`config.mk`:
```
export PLATFORM = sky130hd
export DESIGN_NAME = ltc_front
export DESIGN_NICKNAME = d
export VERILOG_FILES = /design/src/hw/rtl/ltc_pkg.sv /design/src/hw/rtl/ltc_front.sv
export SDC_FILE = /design/constraint.sdc
export NUM_CORES = 1
export LEC_CHECK = 0
export BUFFER_PORTS_ARGS = -buffer_cell sky130_fd_sc_hd__buf_2
export CORE_MARGIN = 5
export CORE_UTILIZATION = 40
export DETAILED_ROUTE_END_ITERATION = 10
export MAX_ROUTING_LAYER = met4
export PLACE_DENSITY = 0.78
export SLEW_MARGIN = 30
export SYNTH_ARGS = -nofsm -noshare
export SYNTH_HDL_FRONTEND = slang
export SYNTH_SLANG_ARGS = --single-unit
```
`constraint.sdc`:
```
create_clock -name clock -period 2 [get_ports clock]
set_input_delay 0.4 -clock clock [delete_from_list [all_inputs] [get_ports clock]]
set_output_delay 0.4 -clock clock [all_outputs]
set_load 0.1 [all_outputs]
```
`src/hw/rtl/ltc_pkg.sv`:
```
// ltc_pkg: shared constants, payload types, state codes and helper functions
// for the letter trigram counter. No dependencies; every RTL file of the
// block but ltc_ram refers to it by scoped names.
package ltc_pkg;

   // Table geometry
   localparam int TABLE_ENTRIES = 4096;
   localparam int COUNT_BITS    = 32;
   localparam int INDEX_BITS    = $clog2(TABLE_ENTRIES);
   localparam int FILL_BITS     = INDEX_BITS + 1;
   // Hash table has twice the entries of the key store, so an empty slot always exists
   localparam int SLOT_ENTRIES  = 2 * TABLE_ENTRIES;
   localparam int SLOT_BITS     = $clog2(SLOT_ENTRIES);
   localparam int KEY_BITS      = 24;

   // Front-to-back queue
   localparam int QUEUE_DEPTH     = 4;
   localparam int QUEUE_PTR_BITS  = $clog2(QUEUE_DEPTH);

   // Characters
   localparam logic [7:0] PAD_CHAR     = 8'h5F;
   localparam logic [7:0] SPACE_CHAR   = 8'h20;
   localparam logic [7:0] NEWLINE_CHAR = 8'h0A;

   localparam logic [31:0] THRESHOLD_RESET = 32'd10;
   localparam logic [12:0] OUT13_MAX       = 13'h1FFF;

   // Command codes
   localparam logic [1:0] CMD_TEXT  = 2'd0;
   localparam logic [1:0] CMD_READ  = 2'd1;
   localparam logic [1:0] CMD_FLUSH = 2'd2;

   // Status codes
   localparam logic [1:0] STATUS_OK        = 2'd0;
   localparam logic [1:0] STATUS_FULL      = 2'd1;
   localparam logic [1:0] STATUS_NOT_FILLED = 2'd2;

   typedef struct packed {
      logic [1:0]  command;
      logic [7:0]  text_byte;
      logic [11:0] entry_index;
   } req_type;

   typedef struct packed {
      logic [1:0]  status;
      logic [23:0] trigram_key;
      logic [31:0] entry_count;
      logic        above_threshold;
      logic [12:0] distinct_entries;
      logic [31:0] total_trigrams;
      logic [12:0] qualifying_entries;
   } rsp_type;

   // Work item handed from front to back
   typedef enum logic [1:0] {
      OP_NOP,
      OP_COUNT,
      OP_READ
   } op_kind_type;

   typedef struct packed {
      op_kind_type         kind;
      logic [KEY_BITS-1:0] key;
      logic [11:0]         index;
   } op_type;

   // Hash slot: maps a key to its dense index
   typedef struct packed {
      logic                  valid;
      logic [KEY_BITS-1:0]   key;
      logic [INDEX_BITS-1:0] index;
   } slot_type;

   typedef enum logic [2:0] {
      STATE_CLEAR,
      STATE_IDLE,
      STATE_CHECK,
      STATE_DATA,
      STATE_FINISH
   } state_type;

   typedef enum logic [2:0] {
      ACT_NOP,
      ACT_READ,
      ACT_BAD_INDEX,
      ACT_HIT,
      ACT_INSERT,
      ACT_DROP
   } action_type;

   // XOR fold of the key onto the slot address
   function automatic logic [SLOT_BITS-1:0] slot_hash(input logic [KEY_BITS-1:0] key);
      logic [SLOT_BITS-1:0] h;
      h = '0;
      for (int i = 0; i < KEY_BITS; i++) begin
         h[i % SLOT_BITS] = h[i % SLOT_BITS] ^ key[i];
      end
      return h;
   endfunction

   function automatic logic [12:0] sat13(input logic [31:0] v);
      return (v > 32'(OUT13_MAX)) ? OUT13_MAX : v[12:0];
   endfunction

   function automatic logic [31:0] sat32(input logic [COUNT_BITS-1:0] c);
      logic [63:0] wide;
      wide = 64'(c);
      return (wide > 64'hFFFF_FFFF) ? 32'hFFFF_FFFF : wide[31:0];
   endfunction

endpackage

```
`src/hw/rtl/ltc_front.sv`:
```
// ltc_front: accepts text/read/flush transfers, tracks the word state and
// turns each transfer into one work item. Depends on ltc_pkg.
module ltc_front (
   input  logic            clock,
   input  logic            reset,
   input  logic            req_valid,
   input  ltc_pkg::req_type req_data,
   output logic            req_stall,
   input  logic            queue_full,
   input  logic            clearing,
   output logic            push,
   output ltc_pkg::op_type push_op
);

   logic [7:0] older_ff, older_in;
   logic [7:0] newer_ff, newer_in;
   logic       phase_ff, phase_in;

   // Hold off while the queue is full or the hash table is being cleared
   assign req_stall = queue_full | clearing;
   assign push      = req_valid & ~req_stall;

   // Classify the transfer and advance the word state
   always_comb begin
      older_in      = older_ff;
      newer_in      = newer_ff;
      phase_in      = phase_ff;
      push_op.kind  = ltc_pkg::OP_NOP;
      push_op.key   = {older_ff, newer_ff, ltc_pkg::PAD_CHAR};
      push_op.index = req_data.entry_index;
      case (req_data.command)
         ltc_pkg::CMD_TEXT: begin
            if (req_data.text_byte inside {ltc_pkg::SPACE_CHAR, ltc_pkg::NEWLINE_CHAR}) begin
               // word end: closing trigram
               if (phase_ff) begin
                  push_op.kind = ltc_pkg::OP_COUNT;
               end
               phase_in = 1'b0;
            end else if (!phase_ff) begin
               // first letter only loads the state
               older_in = ltc_pkg::PAD_CHAR;
               newer_in = req_data.text_byte;
               phase_in = 1'b1;
            end else begin
               push_op.kind = ltc_pkg::OP_COUNT;
               push_op.key  = {older_ff, newer_ff, req_data.text_byte};
               older_in     = newer_ff;
               newer_in     = req_data.text_byte;
            end
         end
         ltc_pkg::CMD_FLUSH: begin
            if (phase_ff) begin
               push_op.kind = ltc_pkg::OP_COUNT;
            end
            phase_in = 1'b0;
         end
         ltc_pkg::CMD_READ: begin
            push_op.kind = ltc_pkg::OP_READ;
         end
         default: begin
            push_op.kind = ltc_pkg::OP_NOP;
         end
      endcase
   end

   always_ff @(posedge clock) begin
      if (reset) begin
         older_ff <= '0;
         newer_ff <= '0;
         phase_ff <= 1'b0;
      end else if (push) begin
         older_ff <= older_in;
         newer_ff <= newer_in;
         phase_ff <= phase_in;
      end
   end

endmodule

```
* After elaboration in Yosys (flattened, before gate mapping)
Index checks and enable logic that the tools add are counted.
Cells by class: reductions and logical operators 5, eq/ne operators 4, mux-type cells 9, bitwise logic cells 4
Operators by type and width (number):
- 24-bit two-way mux | 2
- 25-bit two-way mux | 1
- 8-bit by 4-bit equality test with 1-bit output, second input constant | 1
- 8-bit by 6-bit equality test with 1-bit output, second input constant | 1
- 8-bit two-way mux | 1
- 2-bit one-hot mux with 3 select lines | 1
- 2-bit nonzero test | 2
- 1-bit two-way mux | 3
- 3-bit AND reduction | 1
- 2-bit by 1-bit equality test with 1-bit output, second input constant | 1
- 2-bit equality test, second input constant | 1
- 2-bit zero test | 1
- 1-bit inverter | 2
- 1-bit one-hot mux with 2 select lines | 1
- 2-bit AND reduction | 1
- 1-bit bitwise AND | 1
- 1-bit OR | 1
Storage, ports and cells: output and inout bits 40, input port bits 27, bits in registers 17, word-level logic and storage cells 25

* Depth between registers and ports, before layout
Gate-level depths: netlist (run 1).
depth in word-level cells 4, gate-level depth with buffers 5, depth with buffers taken out 4

* Worst setup path before layout (run 1)
Ideal clock, no wire load.
path kind register to output, start register phase_ff, end output port push_op[17] (netlist bit), slack -0.984 ns, required time 1.600 ns, buffers on the path 1, arrival 2.584 ns, stages on the path, launching flop included 5, cells stage by stage dfxtp_1 -> clkbuf_1 -> and2b_1 -> nor3b_2 -> and2_1
RTL lines:
- from (decl) | RTL line ltc_front.sv:17 | logic phase_ff, phase_in;
- from (signal assigned) | RTL line ltc_front.sv:74 | phase_ff <= phase_in;
- to (decl) | RTL line ltc_front.sv:12 | output ltc_pkg::op_type push_op

==> run_results.csv, run 1 <==
group,metric,value,unit
finish,multi_input_area,504,um^2
worst_setup_path,start_kind,"primary input",
outcome,violations,"negative setup slack",
yosys,synth.top_cell.area_share,35.5,%
sta,rsz0062_at_grt,"true",
finish,areaGrowthSynthToFinish,46.2,%
finish,finalNonFillerCells,178,
yosys,syn_avg_cell_area,8.63,um^2
yosys,synth-seq-area-share,35.5,%
clocking,path_clk_slew,0.10,ns
finish,fillers,198,
sta,fin_crit,2.01,ns
clocking,cts.sinks,17,
worst_setup_path,worst-path-max-fanout,3,
yosys,synth-edff-count,0,
die,dieArea,3480,um^2
clocking,cts_buffers,3,
worst_setup_path,crit_path_end_kind,"output port",
drt,wirelength,2560,um
worst_setup_path,reg2reg_to,"older_ff[7]",
sta,timing_hold_violations_final,0,
finish,nNetsFinal,178,
yosys,synthCells,111,
die,die_y,59.0,um
place,dpl.hpwl,2020,um
sta,drv_slew,0,
worst_setup_path,worstSetupPathType,"in2out",
drt,drt_first_pass_iters,4,
sta,finalSetupViolations,2,
grt,grt_pass1_vias,961,
place,io_buffers,42,
grt,grt_usage,16.3,%
clocking,clk_latency,0.29,ns
sta,slew_headroom,67.2,%
drt,avgRoutedWirePerCell,14.4,um
clocking,cts.path.max_buffers,2,
worst_setup_path,worstPathRequired,1.60,ns
drt,ant_nets,0,
power_and_ir_drop,p_per_area,487,nW/um^2
power_and_ir_drop,vdd_drop_max,0.000428,V
finish,drive_above_1_share,51.3,%
place,gp_congestion,0.759,
die,num_rows,17,
yosys,async_flop_share,0,%
sta,worst_slew_pin_slew,0.495,ns
yosys,synthDistinctLibCells,32,
drt,num_vias,929,
grt,antenna_found_initial,0,
place,placed_cells,172,
drt,avgViaCountPerCell,5.22,
power_and_ir_drop,p_total,0.682,mW
sta,holdWs,0.372,ns
die,core,2250,um^2
worst_setup_path,timing.rr.start,"phase_ff",
grt,grt_start_max_net_pins,18,
finish,n_antenna_cell,0,
sta,fmax,498,MHz
yosys,synth_top_area_cell,"dfxtp_1",
finish,seq_area,340,um^2
yosys,synth_ff_type,"dfxtp_1",
clocking,cts_root_buf,"clkbuf_4",
yosys,ys_warn_count,0,
clocking,htreeDepth,1,
worst_hold_path,hp-class,"in2reg",
drt,drc,0,
drt,drt-initial-drc-count,18,
grt,grt_overflow,0,
die,die_w,59.0,um
die,start_util,42.5,%
worst_setup_path,crit_end,"push_op[13]",
power_and_ir_drop,p_leak,0.630,nW
run,cap_violations,0,
yosys,synth-seq-cells,17,
yosys,syn_area,958,um^2
outcome,status,"finished with violations",
worst_setup_path,ff2ff_setup_slack,1.14,ns
sta,timing.final.ws_setup,-0.00712,ns
worst_setup_path,crit_arrival,1.61,ns
sta,skew,0.00429,ns
worst_setup_path,cp-startpoint,"req_data[15]",
sta,timing.final.crit_share,100,%
yosys,syn_nets,138,
die,io_pins,67,
clocking,ctsHoldBuffers,0,
clocking,cts_tree,"built",
yosys,synthTopCellsByArea,"dfxtp_1, buf_4, a21oi_1",
grt,grt_pass1_wl,4340,um
worst_setup_path,reg2regPathDepth,3,
## through the flow
step,setup TNS [ns],setup slack (ns),utilization (%),instance area [um^2]
after floorplan,-1.01,-0.193,-,1010
after global placement,0,0.0125,58.8,1330
after detailed placement,-0.199,-0.0562,58.8,1330
after CTS,-0.0550,-0.0123,61.8,1390
after global routing,-0.408,-0.0660,62.2,1400
final,-0.00809,-0.00712,62.2,1400
## state kept, by name, indices dropped and copies added (netlist names)
register,cells
phase_ff,1
newer_ff,8
older_ff,8
## cells in the mapped netlist, drive strengths merged, types with 2 or more instances
cell type	count
a21oi	16
a311oi	6
and3b	2
buf	17
clkbuf	2
dfxtp	17
inv	8
nand2	4
nand2b	6
nand3	5
nand4	2
nor2	4
nor3b	2
o21ai	9
or2	2
## layer usage
metal	vias to the layer above	share of wire, %	track usage (%)
li1	455	-	-
met1	422	41	18.4
met2	46	49	27.6
met3	6	7.7	4.17
met4	0	1.8	5.83
met5	-	0	-
## cells in the final DEF, fill, tap and decap left out, types with 2 or more instances in the layout
master,synthesis,final
nand3_1,5,5
buf_6,2,4
dfxtp_1,17,17
a21oi_1,15,15
buf_2,1,30
nand2b_4,0,3
nor2_8,2,2
nand4_1,2,2
nand2b_2,0,3
o21ai_1,9,9
a311oi_1,5,5
inv_1,8,8
clkbuf_4,0,3
buf_4,13,10
nand2_1,4,4
buf_12,0,9
## layout make-up
| cell class | instances | area share, % |
|---|---|---|
| Timing Repair Buffer | 54 | 33.2 |
| Sequential cell | 17 | 24.3 |
| Tap cell | 28 | 2.50 |
| Multi-Input combinational cell | 67 | 36.0 |
| Inverter | 8 | 2.14 |
| Clock buffer | 4 | 1.88 |
## critical path, cell delays in order
cell and delay, ns:
buf_8 0.10, and3b_1 0.19, o211a_1 0.25, nor3b_4 0.26
buf_6 0.17, nand2b_4 0.07, buf_12 0.16
## report_power, final
part	leakage, nW	switching (mW)	total (mW)	internal (mW)
registers	0.137	0.00297	0.346	0.343
clock network	0.0150	0.109	0.187	0.0776
logic	0.478	0.101	0.150	0.0482
## cells by family after synthesis
kind of cell,Yosys count,share of synthesized area (%)
simple gates,33,24.3
buf+inv,27,17.4
flops,17,35.5
compound gates,34,22.8
## worst min path at each step
stage / startpoint / end / slack [ns] / cells after the start
after floorplan: req_data[12] / newer_ff[0] / 0.54 / 2
after global placement: older_ff[5] / older_ff[5] / 0.46 / 2
after detailed placement: older_ff[5] / older_ff[5] / 0.48 / 2
after CTS: req_data[12] / newer_ff[0] / 0.37 / 3
after global routing: req_data[12] / newer_ff[0] / 0.38 / 3
final: req_data[12] / newer_ff[0] / 0.37 / 3
## what timing repair did
action                                  4_1_cts  5_1_grt
pin swaps                                     3        2
gates cloned                                  0        0
resized for setup                             8        0
endpoints found under the setup margin        6        7
setup buffers                                 1        1
(Power assumes the default switching activity.)
==> inputs of run 2 (changes only) <==
--- a/config.mk
+++ b/config.mk
@@ -11,6 +11,7 @@
 export DETAILED_ROUTE_END_ITERATION = 10
 export MAX_ROUTING_LAYER = met4
 export PLACE_DENSITY = 0.78
+export REMOVE_ABC_BUFFERS = 1
 export SLEW_MARGIN = 30
 export SYNTH_ARGS = -nofsm -noshare
 export SYNTH_HDL_FRONTEND = slang
==> run_results.csv, run 2 (synthesis results as in run 1) <==
group,metric,value,unit
outcome,status,"finished with violations",
outcome,violations,"negative setup slack",
worst_setup_path,crit_slowest_cell,"nor3b_4",
worst_setup_path,timing.rr.start,"phase_ff",
worst_setup_path,worst-path-max-fanout,4,
worst_setup_path,slowest_delay,0.27,ns
sta,finalSetupViolations,6,
die,core,2250,um^2
power_and_ir_drop,p_comb_share,21.8,%
worst_setup_path,crit_arrival,1.62,ns
power_and_ir_drop,seq_power_share,50.5,%
sta,timing.final.crit_share,101,%
clocking,clk_latency,0.29,ns
finish,layout_common_cells,"buf_2, dfxtp_1, a21oi_1",
clocking,cts.sinks,17,
drt,num_vias,968,
finish,fin_util,62.2,%
drt,drc,0,
die,start_util,42.5,%
power_and_ir_drop,p_int,0.465,mW
grt,grt_start_max_net_pins,18,
sta,drv_slew,0,
power_and_ir_drop,p_per_area,490,nW/um^2
grt,grt_pass1_wl,4660,um
die,die_w,59.0,um
worst_setup_path,start_kind,"primary input",
run,cap_violations,0,
finish,top_regs,"newer_ff (8), older_ff (8), phase_ff (1)",
die,num_rows,17,
worst_setup_path,cp-startpoint,"req_data[15]",
die,dieArea,3480,um^2
sta,fin_crit,2.02,ns
drt,avgRoutedWirePerCell,16.6,um
worst_hold_path,hp-class,"in2reg",
worst_setup_path,crit_chain,"buf_8 > and3b_1 > o211a_1 > nor3b_4 > and2_1 > buf_12",
drt,drt-initial-drc-count,15,
finish,nNetsFinal,179,
sta,rsz0062_at_grt,"true",
clocking,cts.path.max_buffers,2,
grt,grt_pass1_vias,997,
finish,areaGrowthSynthToFinish,46.2,%
sta,worst_slew_pin_slew,0.490,ns
place,gp_congestion,0.844,
finish,drive_above_1_share,48.3,%
worst_setup_path,worstPathRequired,1.60,ns
finish,design_area,1400,um^2
place,placed_area,1280,um^2
finish,finalNonFillerCells,179,
power_and_ir_drop,vdd_drop_max,0.000283,V
clocking,cts_root_buf,"clkbuf_4",
power_and_ir_drop,clkPwrFrac,27.7,%
place,placed_cells,172,
die,die_y,59.0,um
power_and_ir_drop,swShare,32.2,%
clocking,ctsHoldBuffers,0,
drt,ant_nets,0,
finish,n_antenna_cell,0,
drt,drt_first_pass_iters,4,
sta,skew,0.00135,ns
clocking,cts_tree,"built",
sta,timing_hold_violations_final,0,
grt,grt_overflow,0,
clocking,cts_buffers,3,
grt,grt_usage,18.0,%
sta,slew_headroom,67.6,%
drt,wirelength,2970,um
drt,avgViaCountPerCell,5.41,
place,dpl.hpwl,2220,um
power_and_ir_drop,switchingPower,0.221,mW
worst_hold_path,min_from,"req_data[15]",
die,io_pins,67,
worst_setup_path,crit_path_end_kind,"output port",
grt,antenna_found_initial,0,
sta,timing.final.ws_setup,-0.0227,ns
clocking,path_clk_slew,0.11,ns
finish,final_common_cell,"buf_2",
sta,fmax,494,MHz
place,io_buffers,42,
clocking,htreeDepth,1,
sta,holdWs,0.364,ns
power_and_ir_drop,p_leak,0.647,nW
worst_setup_path,worstSetupPathType,"in2out",
==> run 2: critical path, delay by kind of cell <==
kind / cells / cell delay [ns]
AND/OR/NAND/NOR: 3 / 0.68
AO/OA/AOI/OAI: 1 / 0.25
buffers and inverters: 2 / 0.29
==> run 2: path summary, 6_finish.rpt <==
kind / to / slack (ns) / cells after the start
worst max-delay path: push_op[17] / -0.02 / 6
worst min-delay path: newer_ff[3] / 0.36 / 3
worst max register to register: older_ff[0] / 1.14 / 2
worst min register to register: older_ff[4] / 0.48 / 2
==> run 2: cell type report <==
type | count | area (um^2)
clock buffers | 3 | 22.5
clock inverters | 1 | 5.00
fillers | 197 | 853
inverters | 8 | 30.0
multi-input cells | 67 | 495
flip-flops and latches | 17 | 340
well taps | 28 | 35.0
repair buffers | 55 | 473
==> run 2: stage by stage <==
step	setup TNS, ns	power [mW]	setup slack (ns)
floorplan	-6.33	0.441	-0.868
global placement	-0.0153	0.489	-0.00633
detailed placement	-0.319	0.493	-0.0784
CTS	-0.125	0.684	-0.0341
global route	-0.405	0.714	-0.0806
finish	-0.0813	0.686	-0.0227
==> run 2: power groups by stage <==
stage | clock network [mW] | registers, mW | logic (mW)
6_report | 0.190 | 0.347 | 0.150
5_1_grt | 0.209 | 0.347 | 0.157
4_1_cts | 0.192 | 0.347 | 0.145
3_5_place_dp | 0 | 0.354 | 0.138
3_3_place_gp | 0 | 0.354 | 0.135
2_1_floorplan | 0 | 0.388 | 0.0522
==> run 2: per-layer routing <==
layer	up-vias	track usage (%)	routed length, um
li1	456	-	-
met1	448	19.9	1090
met2	56	30.0	1480
met3	8	6.36	324
met4	0	6.15	66
met5	-	-	0
==> run 2: what timing repair did <==
item	in CTS	in global routing
pin swaps	3	1
resized for setup	6	6
gates cloned	0	0
setup endpoints to repair	6	7
setup buffers	1	2
