### src/hw/rtl/ltc_pkg.sv
// ltc_pkg: shared constants, payload types, state codes and helper functions
// for the letter trigram counter. No dependencies; every RTL file of the
// block but ltc_ram refers to it by scoped names.
package ltc_pkg;

   // Table geometry
   localparam int TABLE_ENTRIES = 4096;
   localparam int COUNT_BITS    = 32;
   localparam int INDEX_BITS    = $clog2(TABLE_ENTRIES);
   localparam int FILL_BITS     = INDEX_BITS + 1;
   // Hash table has twice the entries of the key store, so an empty slot always exists
   localparam int SLOT_ENTRIES  = 2 * TABLE_ENTRIES;
   localparam int SLOT_BITS     = $clog2(SLOT_ENTRIES);
   localparam int KEY_BITS      = 24;

   // Front-to-back queue
   localparam int QUEUE_DEPTH     = 4;
   localparam int QUEUE_PTR_BITS  = $clog2(QUEUE_DEPTH);

   // Characters
   localparam logic [7:0] PAD_CHAR     = 8'h5F;
   localparam logic [7:0] SPACE_CHAR   = 8'h20;
   localparam logic [7:0] NEWLINE_CHAR = 8'h0A;

   localparam logic [31:0] THRESHOLD_RESET = 32'd10;
   localparam logic [12:0] OUT13_MAX       = 13'h1FFF;

   // Command codes
   localparam logic [1:0] CMD_TEXT  = 2'd0;
   localparam logic [1:0] CMD_READ  = 2'd1;
   localparam logic [1:0] CMD_FLUSH = 2'd2;

   // Status codes
   localparam logic [1:0] STATUS_OK        = 2'd0;
   localparam logic [1:0] STATUS_FULL      = 2'd1;
   localparam logic [1:0] STATUS_NOT_FILLED = 2'd2;

   typedef struct packed {
      logic [1:0]  command;
      logic [7:0]  text_byte;
      logic [11:0] entry_index;
   } req_type;

   typedef struct packed {
      logic [1:0]  status;
      logic [23:0] trigram_key;
      logic [31:0] entry_count;
      logic        above_threshold;
      logic [12:0] distinct_entries;
      logic [31:0] total_trigrams;
      logic [12:0] qualifying_entries;
   } rsp_type;

   // Work item handed from front to back
   typedef enum logic [1:0] {
      OP_NOP,
      OP_COUNT,
      OP_READ
   } op_kind_type;

   typedef struct packed {
      op_kind_type         kind;
      logic [KEY_BITS-1:0] key;
      logic [11:0]         index;
   } op_type;

   // Hash slot: maps a key to its dense index
   typedef struct packed {
      logic                  valid;
      logic [KEY_BITS-1:0]   key;
      logic [INDEX_BITS-1:0] index;
   } slot_type;

   typedef enum logic [2:0] {
      STATE_CLEAR,
      STATE_IDLE,
      STATE_CHECK,
      STATE_DATA,
      STATE_FINISH
   } state_type;

   typedef enum logic [2:0] {
      ACT_NOP,
      ACT_READ,
      ACT_BAD_INDEX,
      ACT_HIT,
      ACT_INSERT,
      ACT_DROP
   } action_type;

   // XOR fold of the key onto the slot address
   function automatic logic [SLOT_BITS-1:0] slot_hash(input logic [KEY_BITS-1:0] key);
      logic [SLOT_BITS-1:0] h;
      h = '0;
      for (int i = 0; i < KEY_BITS; i++) begin
         h[i % SLOT_BITS] = h[i % SLOT_BITS] ^ key[i];
      end
      return h;
   endfunction

   function automatic logic [12:0] sat13(input logic [31:0] v);
      return (v > 32'(OUT13_MAX)) ? OUT13_MAX : v[12:0];
   endfunction

   function automatic logic [31:0] sat32(input logic [COUNT_BITS-1:0] c);
      logic [63:0] wide;
      wide = 64'(c);
      return (wide > 64'hFFFF_FFFF) ? 32'hFFFF_FFFF : wide[31:0];
   endfunction

endpackage

### src/hw/rtl/ltc_queue.sv
// ltc_queue: short FIFO of work items between front and back.
// Depends on ltc_pkg.
module ltc_queue (
   input  logic            clock,
   input  logic            reset,
   input  logic            push,
   input  ltc_pkg::op_type push_op,
   input  logic            pop,
   output ltc_pkg::op_type head,
   output logic            full,
   output logic            empty
);

   ltc_pkg::op_type entries_ff [ltc_pkg::QUEUE_DEPTH];
   logic [ltc_pkg::QUEUE_PTR_BITS-1:0] wr_ptr_ff, rd_ptr_ff;
   logic [ltc_pkg::QUEUE_PTR_BITS:0]   level_ff, level_in;

   assign full  = (level_ff == (ltc_pkg::QUEUE_PTR_BITS + 1)'(ltc_pkg::QUEUE_DEPTH));
   assign empty = (level_ff == '0);
   assign head  = entries_ff[rd_ptr_ff];

   // Occupancy
   always_comb begin
      level_in = level_ff;
      if (push && !pop) begin
         level_in = level_ff + 1'b1;
      end else if (pop && !push) begin
         level_in = level_ff - 1'b1;
      end
   end

   always_ff @(posedge clock) begin
      if (reset) begin
         wr_ptr_ff <= '0;
         rd_ptr_ff <= '0;
         level_ff  <= '0;
      end else begin
         level_ff <= level_in;
         if (push) begin
            wr_ptr_ff <= wr_ptr_ff + 1'b1;
         end
         if (pop) begin
            rd_ptr_ff <= rd_ptr_ff + 1'b1;
         end
      end
   end

   // Payload storage
   always_ff @(posedge clock) begin
      if (push) begin
         entries_ff[wr_ptr_ff] <= push_op;
      end
   end

endmodule

### config.mk
export PLATFORM = sky130hd
export DESIGN_NAME = ltc_queue
export DESIGN_NICKNAME = d
export VERILOG_FILES = /design/src/hw/rtl/ltc_pkg.sv /design/src/hw/rtl/ltc_queue.sv
export SDC_FILE = /design/constraint.sdc
export NUM_CORES = 1
export LEC_CHECK = 0
export BUFFER_PORTS_ARGS = -buffer_cell sky130_fd_sc_hd__buf_2
export CORE_MARGIN = 8
export CORE_UTILIZATION = 50
export DETAILED_ROUTE_END_ITERATION = 16
export GPL_TIMING_DRIVEN = 0
export PLACE_DENSITY = 0.81
export RECOVER_POWER = 25
export SLEW_MARGIN = 40
export SYNTH_ARGS = -nofsm -noshare
export SYNTH_HDL_FRONTEND = slang
export SYNTH_SLANG_ARGS = --single-unit
### constraint.sdc
create_clock -name clock -period 2.7 [get_ports clock]
set_clock_uncertainty 0.15 [all_clocks]
set_input_delay 0.81 -clock clock [delete_from_list [all_inputs] [get_ports clock]]
set_output_delay 0.81 -clock clock [all_outputs]
set_load 0.01 [all_outputs]
* Word level (Yosys, flattened, before mapping)
Memories as Yosys holds them, arrays and structs flattened. A register that Yosys moved wholly into a read port is not among the register bits. Cells that the tools add are included.
Storage, ports and cells: flip-flop bits (word level) 7, bits in writable memories 152, input port bits 42, output and inout bits 40, word-level logic and storage cells 21, memories kept 1
Cells by class: $add $sub $neg 4, equal/unequal tests 1, mux-type cells 6, reduce and logical (&&, ||, !) cells 6
Memories:
- entries_ff | depth 4, bits a word 38, read ports 1, clocked after Yosys merged registers in 1, wr ports 1, line ltc_queue.sv:14 | ltc_pkg::op_type entries_ff [ltc_pkg::QUEUE_DEPTH];
Operators by type and width (number):
- $mux 3 | 2
- $add 2x1->2 const B | 2
- $mux 2 | 2
- $add 3x1->3 const B | 1
- $eq 3x3->1 const B | 1
- $logic_not 3->1 | 1
- $sub 3x1->3 const B | 1
- $logic_and 1x1->1 | 2
- $logic_not 1->1 | 2
- $mux 1 | 2
- $reduce_bool 2->1 | 1

* Depth between registers and ports, before layout
Gate-level depths: netlist of run 1.
depth in word-level cells 4, depth in mapped cells 7, depth with buffers taken out 7

* Worst setup path after synthesis of run 1
No wires, ideal clock.
path kind in2reg, from input port push, to memory entries_ff[0][0] in the netlist's numbering, enable pin, library setup time 0.399 ns, arrival 1.737 ns, setup slack 0.414 ns, cell stages on the path 1, path buffers 0, path through and2_1
Between the ends: cells in the longest elaborated chain, start to end 2
Ends and longest elaborated chain:
- start: declaration | line ltc_queue.sv:6 | input logic push,
- $mux 1 | line ltc_queue.sv:50 | if (push) begin
- $mux 1 (implied by the code) | line ltc_queue.sv:51 | entries_ff[wr_ptr_ff] <= push_op;
- end: declaration | line ltc_queue.sv:14
Every way passes these cells.

==> results of run 1 <==
==> through the flow <==
| stage | TNS, ps | power [uW] | cells | util | setup slack [ps] |
|---|---|---|---|---|---|
| finish | 0 | 5790 | 502 | 0.635 | 25.3 |
| global route | -596 | 6000 | 502 | 0.635 | -49.3 |
| CTS | -41.0 | 5830 | 502 | 0.632 | -12.9 |
| detailed placement | 0 | 3530 | 469 | 0.575 | 232 |
| global placement | -70080 | 3500 | 465 | 0.565 | -486 |
| floorplan | 0 | 3290 | 242 | - | 414 |
==> registers in the layout, summed over array words and instances, names as in the netlist, named ones only <==
| name | count |
|---|---|
| wr_ptr_ff | 2 |
| level_ff | 3 |
| rd_ptr_ff | 2 |
| entries_ff | 152 |
==> power breakdown <==
part	switching, uW	internal, uW
Sequential	35.9	2860
Combinational	299	330
Clock	910	1350
Total	1250	4540
==> kinds of logic after synthesis <==
kind of cell    count (synthesis)  synth area share
xor+xnor                        5           0.00739
mux                            40             0.148
flops                         161             0.801
compound gates                  2           0.00169
simple gates                   15            0.0125
fa+ha+maj                       6            0.0139
buf+inv                        13            0.0163
==> final timing paths <==
check | startpoint | endpoint
worst min-delay path | level_ff[2]$_SDFFE_PP0P_ | level_ff[2]$_SDFFE_PP0P_
worst max-delay path | register | head[9]
worst min register to register | level_ff[2]$_SDFFE_PP0P_ | level_ff[2]$_SDFFE_PP0P_
worst max register to register | level_ff[0]$_SDFFE_PP0P_ | level_ff[2]$_SDFFE_PP0P_
==> critical path, stage by stage, from the launching register on <==
cell	delay, ps
dfxtp_2	360
buf_12	120
buf_12	140
mux4_2	530
buf_6	140
==> cell type report <==
cell class	instances	area, um^2	share of cell area
Inverter	4	15.0	0.00205
Tap cell	143	179	0.0245
Clock inverter	15	145	0.0198
Multi-Input combinational cell	68	1100	0.150
Buffer	9	103	0.0140
Timing Repair Buffer	85	608	0.0831
Clock buffer	17	425	0.0581
Sequential cell	161	4750	0.649
==> what timing repair did <==
item | CTS | global route
endpoints found under the hold margin | 0 | 0
resized for setup | 16 | 11
endpoints found under the setup margin | 30 | 27
setup buffers | 1 | 0
==> Yosys cell counts <==
cell        n  area, um^2
edfxtp_1  152        4560
mux4_2     38         856
dfxtp_1     9         180
nor2_1      7        26.3
ha_1        5        62.6
and2_1      4        25.0
inv_1       4        15.0
buf_2       3        15.0
xor2_1      3        26.3
buf_12      2        40.0
clkbuf_1    2        7.51
mux2i_1     2        20.0
xnor2_1     2        17.5
a21oi_1     1        5.00
buf_4       1        7.51
buf_6       1        11.3
fa_1        1        20.0
nand2_1     1        3.75
nor3_1      1        5.00
nor3b_1     1        7.51
o21ai_0     1        5.00
or3_1       1        6.26
==> layer usage <==
layer  track usage  vias to the layer above  share of wire
met5             0                        -              0
met4        0.0688                        0          0.020
met3        0.0535                       17          0.055
met2         0.219                       69           0.50
met1         0.155                     1377           0.42
li1              -                     1223              -
==> impl_metrics.env, run 1 <==
export IMPL_endpoint_kind="output pin"
export IMPL_clk_insertion_delay_late_ps=410
export IMPL_ctsRootBufferMaster="clkbuf_16"
export IMPL_synth_cells=242
export IMPL_crit_path_max_fanout=10
export IMPL_grt_total_usage=0.136
export IMPL_wl_per_cell_um=19.7
export IMPL_reg2regPathDepth=4
export IMPL_dpl_instance_area_um2=6620
export IMPL_final_common_cell="edfxtp_1"
export IMPL_cts_clk_slew_worst_paths_ps=60
export IMPL_grt_antenna_before_repair=0
export IMPL_arrival_ps=1710
export IMPL_initial_core_util=0.515
export IMPL_grt_start_max_net_pins=31
export IMPL_drive_gt1_frac=0.401
export IMPL_ys_ff_latch=161
export IMPL_required_ps=1740
export IMPL_first_pass_iters=5
export IMPL_diodes=0
export IMPL_fin_crit_sh=0.991
export IMPL_max_slew_worst_pin_slew_ps=361
export IMPL_grt_pass1_vias=2928
export IMPL_grt_pass1_wl_mm=15.8
export IMPL_slew_viol_final=0
export IMPL_irDropWorstVdd_v=0.000480
export IMPL_finalNetCount=394
export IMPL_hold_depth=2
export IMPL_stdcell_area_um2=7320
export IMPL_avgViaCountPerCell=5.35
export IMPL_fillers=795
export IMPL_maxCapViolCount=0
export IMPL_clock_fmax_mhz=374
export IMPL_cts_hold_buffers_added=0
export IMPL_cts_max_level=4
export IMPL_gp_congestion=0.657
export IMPL_avgSynthCellArea_um2=24.5
export IMPL_synthesis_area_um2=5930
export IMPL_hold_viol=0
export IMPL_setup_viol=0
export IMPL_antenna_left=0
export IMPL_vias=2686
export IMPL_cts_tree="yes"
export IMPL_critPathLaunchType="register"
export IMPL_pin_count=82
export IMPL_layout_min_cycle_time_ps=2670
export IMPL_synth_warnings=0
export IMPL_io_buffers=80
export IMPL_drt_iter0_markers=212
export IMPL_die_h_um=125
export IMPL_leakagePower_uw=0.00247
export IMPL_synth_cell_types=22
export IMPL_die_x_um=125
export IMPL_pwr_density_cell_nw_per_um2=791
export IMPL_drcViolationCount=0
export IMPL_core_um2=11500
export IMPL_fin_hold_ws_ps=356
export IMPL_status="completed"
export IMPL_cts_max_path_buffers=2
export IMPL_crit_type="reg -> out"
export IMPL_slew_headroom=0.759
export IMPL_dp_hpwl_mm=6.28
export IMPL_syn_num_nets=290
export IMPL_min_path_type="reg -> reg"
export IMPL_cts_buffers=17
export IMPL_r2r_slack_ps=1060
export IMPL_overflow=0
export IMPL_ys_seq_area_frac=0.801
export IMPL_layout_common_cells="152 x edfxtp_1, 40 x buf_2, 38 x mux4_2, 23 x clkbuf_1, 19 x buf_6"
export IMPL_rows=39
export IMPL_rsz0062_at_grt="yes"
export IMPL_cts_num_sinks=161
export IMPL_syn_to_final_growth_pct=23.5
export IMPL_dieArea_um2=15600
export IMPL_wirelength_mm=9.89
No activity file was read; power rests on OpenSTA's default activity.
==> run 2, diff against run 1 <==
--- a/config.mk
+++ b/config.mk
@@ -5,12 +5,12 @@
 export SDC_FILE = /design/constraint.sdc
 export NUM_CORES = 1
 export LEC_CHECK = 0
-export BUFFER_PORTS_ARGS = -buffer_cell sky130_fd_sc_hd__buf_2
 export CORE_MARGIN = 8
 export CORE_UTILIZATION = 50
 export DETAILED_ROUTE_END_ITERATION = 16
+export DONT_BUFFER_PORTS = 1
 export GPL_TIMING_DRIVEN = 0
-export PLACE_DENSITY = 0.81
+export PLACE_DENSITY = 0.75
 export RECOVER_POWER = 25
 export SLEW_MARGIN = 40
 export SYNTH_ARGS = -nofsm -noshare
==> run 2 against run 1 <==
  * Via count decreased by 8.8%
  * Cell area decreased by 6.2%
  * Clock power increased by 11%
  * Core utilization decreased by 3.9 points
  * Critical path type unchanged
  * Flip-flop and latch count unchanged
  * Wire length increased by 2.7%
  * Critical endpoint is now head[14]
  * First-iteration DRC count decreased by 6.6%
==> impl_metrics.env, run 2 (synthesized netlist as in run 1, its figures left out) <==
export IMPL_p_comb_frac=0.077
export IMPL_arrival_ps=1620
export IMPL_grt_pass1_wl_mm=15.4
export IMPL_io_buffers=0
export IMPL_avgViaCountPerCell=5.78
export IMPL_cts_max_path_buffers=2
export IMPL_drcViolationCount=0
export IMPL_pin_count=82
export IMPL_seqPwrFrac=0.495
export IMPL_drive_gt1_frac=0.302
export IMPL_hold_viol=0
export IMPL_hold_depth=0
export IMPL_layout_common_cells="152 x edfxtp_1, 38 x mux4_2, 17 x clkbuf_16, 8 x dfxtp_1"
export IMPL_grt_start_max_net_pins=31
export IMPL_cts_max_level=4
export IMPL_total_power_uw=5870
export IMPL_layout_min_cycle_time_ps=2580
export IMPL_irDropWorstVdd_v=0.000431
export IMPL_required_ps=1740
export IMPL_slowest_stage="mux4_2"
export IMPL_wl_per_cell_um=24.0
export IMPL_slew_viol_final=0
export IMPL_finalNetCount=316
export IMPL_die_h_um=125
export IMPL_dieArea_um2=15600
export IMPL_grt_antenna_before_repair=0
export IMPL_first_pass_iters=4
export IMPL_reg2regPathDepth=4
export IMPL_ctsRootBufferMaster="clkbuf_16"
export IMPL_intPower_uw=4700
export IMPL_cts_num_sinks=161
export IMPL_cts_clk_slew_worst_paths_ps=60
export IMPL_cts_buffers=17
export IMPL_maxCapViolCount=0
export IMPL_min_path_type="in -> reg"
export IMPL_final_common_cell="edfxtp_1"
export IMPL_pwr_density_cell_nw_per_um2=854
export IMPL_max_slew_worst_pin_slew_ps=393
export IMPL_fin_crit_sh=0.956
export IMPL_path_buf_inv=2
export IMPL_status="completed"
export IMPL_critPathLaunchType="register"
export IMPL_endpoint_kind="output pin"
export IMPL_grt_total_usage=0.136
export IMPL_crit_path_frequent_cell="buf_12"
export IMPL_crit_end="head[14]"
export IMPL_r2r_slack_ps=1020
export IMPL_core_um2=11500
export IMPL_rows=39
export IMPL_crit_path_max_fanout=10
export IMPL_switchingPower_uw=1170
export IMPL_vias=2450
export IMPL_gp_congestion=0.635
export IMPL_crit_type="reg -> out"
export IMPL_rsz0062_at_grt="no"
export IMPL_setup_viol=0
export IMPL_syn_to_final_growth_pct=15.8
export IMPL_dp_hpwl_mm=6.29
export IMPL_largest_register="entries_ff"
export IMPL_leakagePower_uw=0.00221
export IMPL_initial_core_util=0.515
export IMPL_worstSetupPathDepth=3
export IMPL_grt_pass1_vias=2681
export IMPL_p_clk_frac=0.428
export IMPL_clk_insertion_delay_late_ps=420
export IMPL_wirelength_mm=10.2
export IMPL_r2r_start="level_ff[0]$_SDFFE_PP0P_"
export IMPL_drt_iter0_markers=198
export IMPL_worstReg2RegEnd="level_ff[2]$_SDFFE_PP0P_"
export IMPL_crit_family="multiplexers"
export IMPL_largest_reg_flops=152
export IMPL_sw_frac_of_total=0.199
export IMPL_diodes=0
export IMPL_antenna_left=0
export IMPL_worstPathCellList="buf_12 -> buf_12 -> mux4_2"
export IMPL_cts_tree="yes"
export IMPL_die_x_um=125
export IMPL_dpl_instance_area_um2=6200
export IMPL_top_regs="entries_ff (152), level_ff (3)"
export IMPL_overflow=0
export IMPL_cp_slowest_stage_delay_ps=570
export IMPL_slew_headroom=0.738
export IMPL_stdcell_area_um2=6870
export IMPL_clock_fmax_mhz=387
[run 2: cell types whose count changed in the layout (fill, tap and decap cells not counted), sizes merged]
cell	previous run	this run
buf	70	13
clkbuf	41	22
clkinvlp	6	2
bufinv	2	5
clkinv	7	6
[run 2: worst min-delay path by stage]
stage / to / startpoint / slack (ps)
floorplan: level_ff[2]$_SDFFE_PP0P_ / level_ff[2]$_SDFFE_PP0P_ / 320
global placement: level_ff[2]$_SDFFE_PP0P_ / level_ff[2]$_SDFFE_PP0P_ / 330
detailed placement: level_ff[2]$_SDFFE_PP0P_ / level_ff[2]$_SDFFE_PP0P_ / 380
CTS: entries_ff[2][36]$_DFFE_PP_ / push_op[36] / 320
global route: entries_ff[2][29]$_DFFE_PP_ / push_op[29] / 320
finish: entries_ff[3][1]$_DFFE_PP_ / push_op[1] / 330
[run 2: metal layers]
metal  global-route usage  vias up  wire, um
li1                     -     1058         -
met1                0.142     1289      3890
met2                0.230       89      5290
met3               0.0629       14       834
met4               0.0602        0       144
met5                    0        -         0
[run 2: metrics by stage]
step / utilization / hold slack, ps / worst slack, ps / TNS, ps / instances
after detailed placement: 0.538 / 375 / 374 / 0 / 389
after CTS: 0.596 / 320 / 12.2 / 0 / 424
final: 0.596 / 335 / 118 / 0 / 424
after global placement: 0.530 / 328 / -313 / -45010 / 385
after global routing: 0.596 / 316 / 36.7 / 0 / 424
after floorplan: - / 316 / 414 / 0 / 242
[run 2: power by group through the flow]
stage	Sequential (uW)	Combinational (uW)	Clock, uW
4_1_cts	2900	469	2550
5_1_grt	2910	492	2640
3_3_place_gp	2950	430	0
3_5_place_dp	2950	456	0
6_report	2900	452	2510
2_1_floorplan	2950	342	0
[run 2: layout make-up]
class | instances | area, um^2
clock buffers | 19 | 433
clock inverters | 13 | 191
flip-flops and latches | 161 | 4750
inverters | 4 | 15.0
fillers | 817 | 4650
repair buffers | 7 | 103
well taps | 143 | 179
plain buffers | 9 | 103
multi-input cells | 68 | 1100
[run 2: what timing repair did]
item                       CTS  global route
setup endpoints to repair   30            18
buffers inserted             3             0
hold buffers                 0             0
pin swaps                    0             0
resized for setup            5             3
gates cloned                 0             0
==> run 3, diff against run 2 <==
--- a/config.mk
+++ b/config.mk
@@ -16,3 +16,4 @@
 export SYNTH_ARGS = -nofsm -noshare
 export SYNTH_HDL_FRONTEND = slang
 export SYNTH_SLANG_ARGS = --single-unit
+export TNS_END_PERCENT = 5
==> constraint.sdc (replaced) <==
create_clock -name clock -period 2.5 [get_ports clock]
set_clock_uncertainty 0.15 [all_clocks]
set_input_delay 0.75 -clock clock [delete_from_list [all_inputs] [get_ports clock]]
set_output_delay 0.75 -clock clock [all_outputs]
set_load 0.01 [all_outputs]
==> run 3 against run 2 <==
  * The run now ends with negative setup slack left
  * Flip-flop and latch count did not move
  * First-iteration DRC count fell by 1.5%
  * Final cell count rose by 0.47%
  * Clock power rose by 8.0%
  * Cell area rose by 0.78%
  * Via count rose by 0.29%
  * Wire length rose by 2.1%
  * Critical path depth did not move
  * Highest routed layer unchanged
==> impl_metrics.env, run 3 (synthesized netlist as in run 1, its figures left out) <==
export IMPL_setup_tns_ps=-366
export IMPL_dp_hpwl_mm=6.29
export IMPL_largest_register="entries_ff"
export IMPL_first_pass_iters=4
export IMPL_cts_num_sinks=161
export IMPL_fin_crit_sh=1.01
export IMPL_sw_frac_of_total=0.199
export IMPL_leakagePower_uw=0.00223
export IMPL_io_buffers=0
export IMPL_fillers=813
export IMPL_cts_clk_slew_worst_paths_ps=60
export IMPL_intPower_uw=5090
export IMPL_drt_iter0_markers=195
export IMPL_layout_min_cycle_time_ps=2530
export IMPL_grt_antenna_before_repair=0
export IMPL_syn_to_final_growth_pct=16.7
export IMPL_cts_tree="yes"
export IMPL_arrival_ps=1630
export IMPL_die_h_um=125
export IMPL_grt_pass1_wl_mm=15.4
export IMPL_required_ps=1600
export IMPL_maxCapViolCount=0
export IMPL_gp_congestion=0.635
export IMPL_regArea_um2=4750
export IMPL_endpoint_kind="output pin"
export IMPL_rows=39
export IMPL_crit_family="multiplexers"
export IMPL_top_regs="entries_ff (152), level_ff (3)"
export IMPL_hold_viol=0
export IMPL_largest_reg_flops=152
export IMPL_antenna_left=0
export IMPL_diodes=0
export IMPL_clk_insertion_delay_late_ps=420
export IMPL_final_common_cell="edfxtp_1"
export IMPL_worstPathCellList="buf_12 -> clkbuf_16 -> mux4_2"
export IMPL_slew_headroom=0.739
export IMPL_grt_start_max_net_pins=31
export IMPL_cts_max_path_buffers=2
export IMPL_pre_cts_slack_ps=234
export IMPL_die_x_um=125
export IMPL_crit_path_max_fanout=7
export IMPL_critPathLaunchType="register"
export IMPL_cp_slowest_stage_delay_ps=540
export IMPL_fin_hold_ws_ps=273
export IMPL_setup_slack_ps=-28.0
export IMPL_grt_pass1_vias=2683
export IMPL_pin_count=82
export IMPL_pwr_density_cell_nw_per_um2=918
export IMPL_p_clk_frac=0.426
export IMPL_p_comb_frac=0.080
export IMPL_cts_max_level=4
export IMPL_crit_type="reg -> out"
export IMPL_clock_fmax_mhz=396
export IMPL_avgViaCountPerCell=5.77
export IMPL_core_um2=11500
export IMPL_layout_common_cells="152 x edfxtp_1, 38 x mux4_2, 19 x clkbuf_16, 8 x dfxtp_1"
export IMPL_min_path_type="in -> reg"
export IMPL_path_buf_inv=2
export IMPL_max_slew_worst_pin_slew_ps=392
export IMPL_stdcell_area_um2=6920
export IMPL_switchingPower_uw=1270
export IMPL_cts_buffers=17
export IMPL_setup_viol=21
export IMPL_seqPwrFrac=0.494
export IMPL_initial_core_util=0.515
export IMPL_status="complete, but fails checks"
export IMPL_wirelength_mm=10.4
export IMPL_overflow=0
export IMPL_failed_checks="negative setup slack"
export IMPL_multiInputGateArea_um2=1100
export IMPL_finalNetCount=318
export IMPL_ctsRootBufferMaster="clkbuf_16"
export IMPL_rsz0062_at_grt="yes"
export IMPL_irDropWorstVdd_v=0.000465
export IMPL_slowest_stage="mux4_2"
export IMPL_dpl_instance_area_um2=6200
export IMPL_wl_per_cell_um=24.3
export IMPL_slew_viol_final=0
export IMPL_grt_total_usage=0.136
export IMPL_vias=2457
export IMPL_total_power_uw=6350
export IMPL_drive_gt1_frac=0.307
export IMPL_cts_hold_buffers_added=0
export IMPL_drcViolationCount=0
export IMPL_dieArea_um2=15600
run 3: worst paths after layout:
kind | from | to | slack, ps | depth (start not counted)
worst min-delay path | push_op[1] | entries_ff[3][1]$_DFFE_PP_ | 270 | 0
worst max register to register | level_ff[0]$_SDFFE_PP0P_ | level_ff[2]$_SDFFE_PP0P_ | 820 | 4
worst min register to register | rd_ptr_ff[1]$_SDFFE_PP0P_ | rd_ptr_ff[1]$_SDFFE_PP0P_ | 390 | 2
worst max-delay path | register | head[18] | -30 | 3
run 3: what timing repair did:
item	CTS	global route
resized for setup	8	1
setup buffers	3	0
endpoints found under the setup margin	31	38
cloned	0	2
run 3: area by class of cell:
cell class | count | share of cell area
Buffer | 9 | 0.0148
Clock inverter | 13 | 0.0277
Sequential cell | 161 | 0.686
Clock buffer | 19 | 0.0626
Inverter | 4 | 0.00217
Multi-Input combinational cell | 68 | 0.158
Tap cell | 143 | 0.0259
Timing Repair Buffer | 9 | 0.0226
run 3: per-layer routing:
layer	GRT usage	wire length (um)	vias up
li1	-	-	1061
met3	0.0629	832	11
met1	0.142	3990	1303
met4	0.0602	116	0
met2	0.230	5430	82
met5	0	0	-
run 3: through the flow:
step / util / instances
finish: 0.601 / 426
floorplan: - / 242
CTS: 0.596 / 424
global placement: 0.530 / 385
detailed placement: 0.538 / 389
global route: 0.601 / 426
run 3: worst register-to-register path, stage by stage, from the launching register on:
cell	delay, ps
dfxtp_1	360
fa_1	440
xor2_1	180
or3_1	320
a21oi_1	170
run 3: power groups by stage:
stage	Sequential, uW	Clock, uW	Combinational, uW
after global placement	3190	0	464
after floorplan	3180	0	370
after CTS	3140	2750	509
after global routing	3150	2850	552
final	3140	2710	510
after detailed placement	3190	0	492
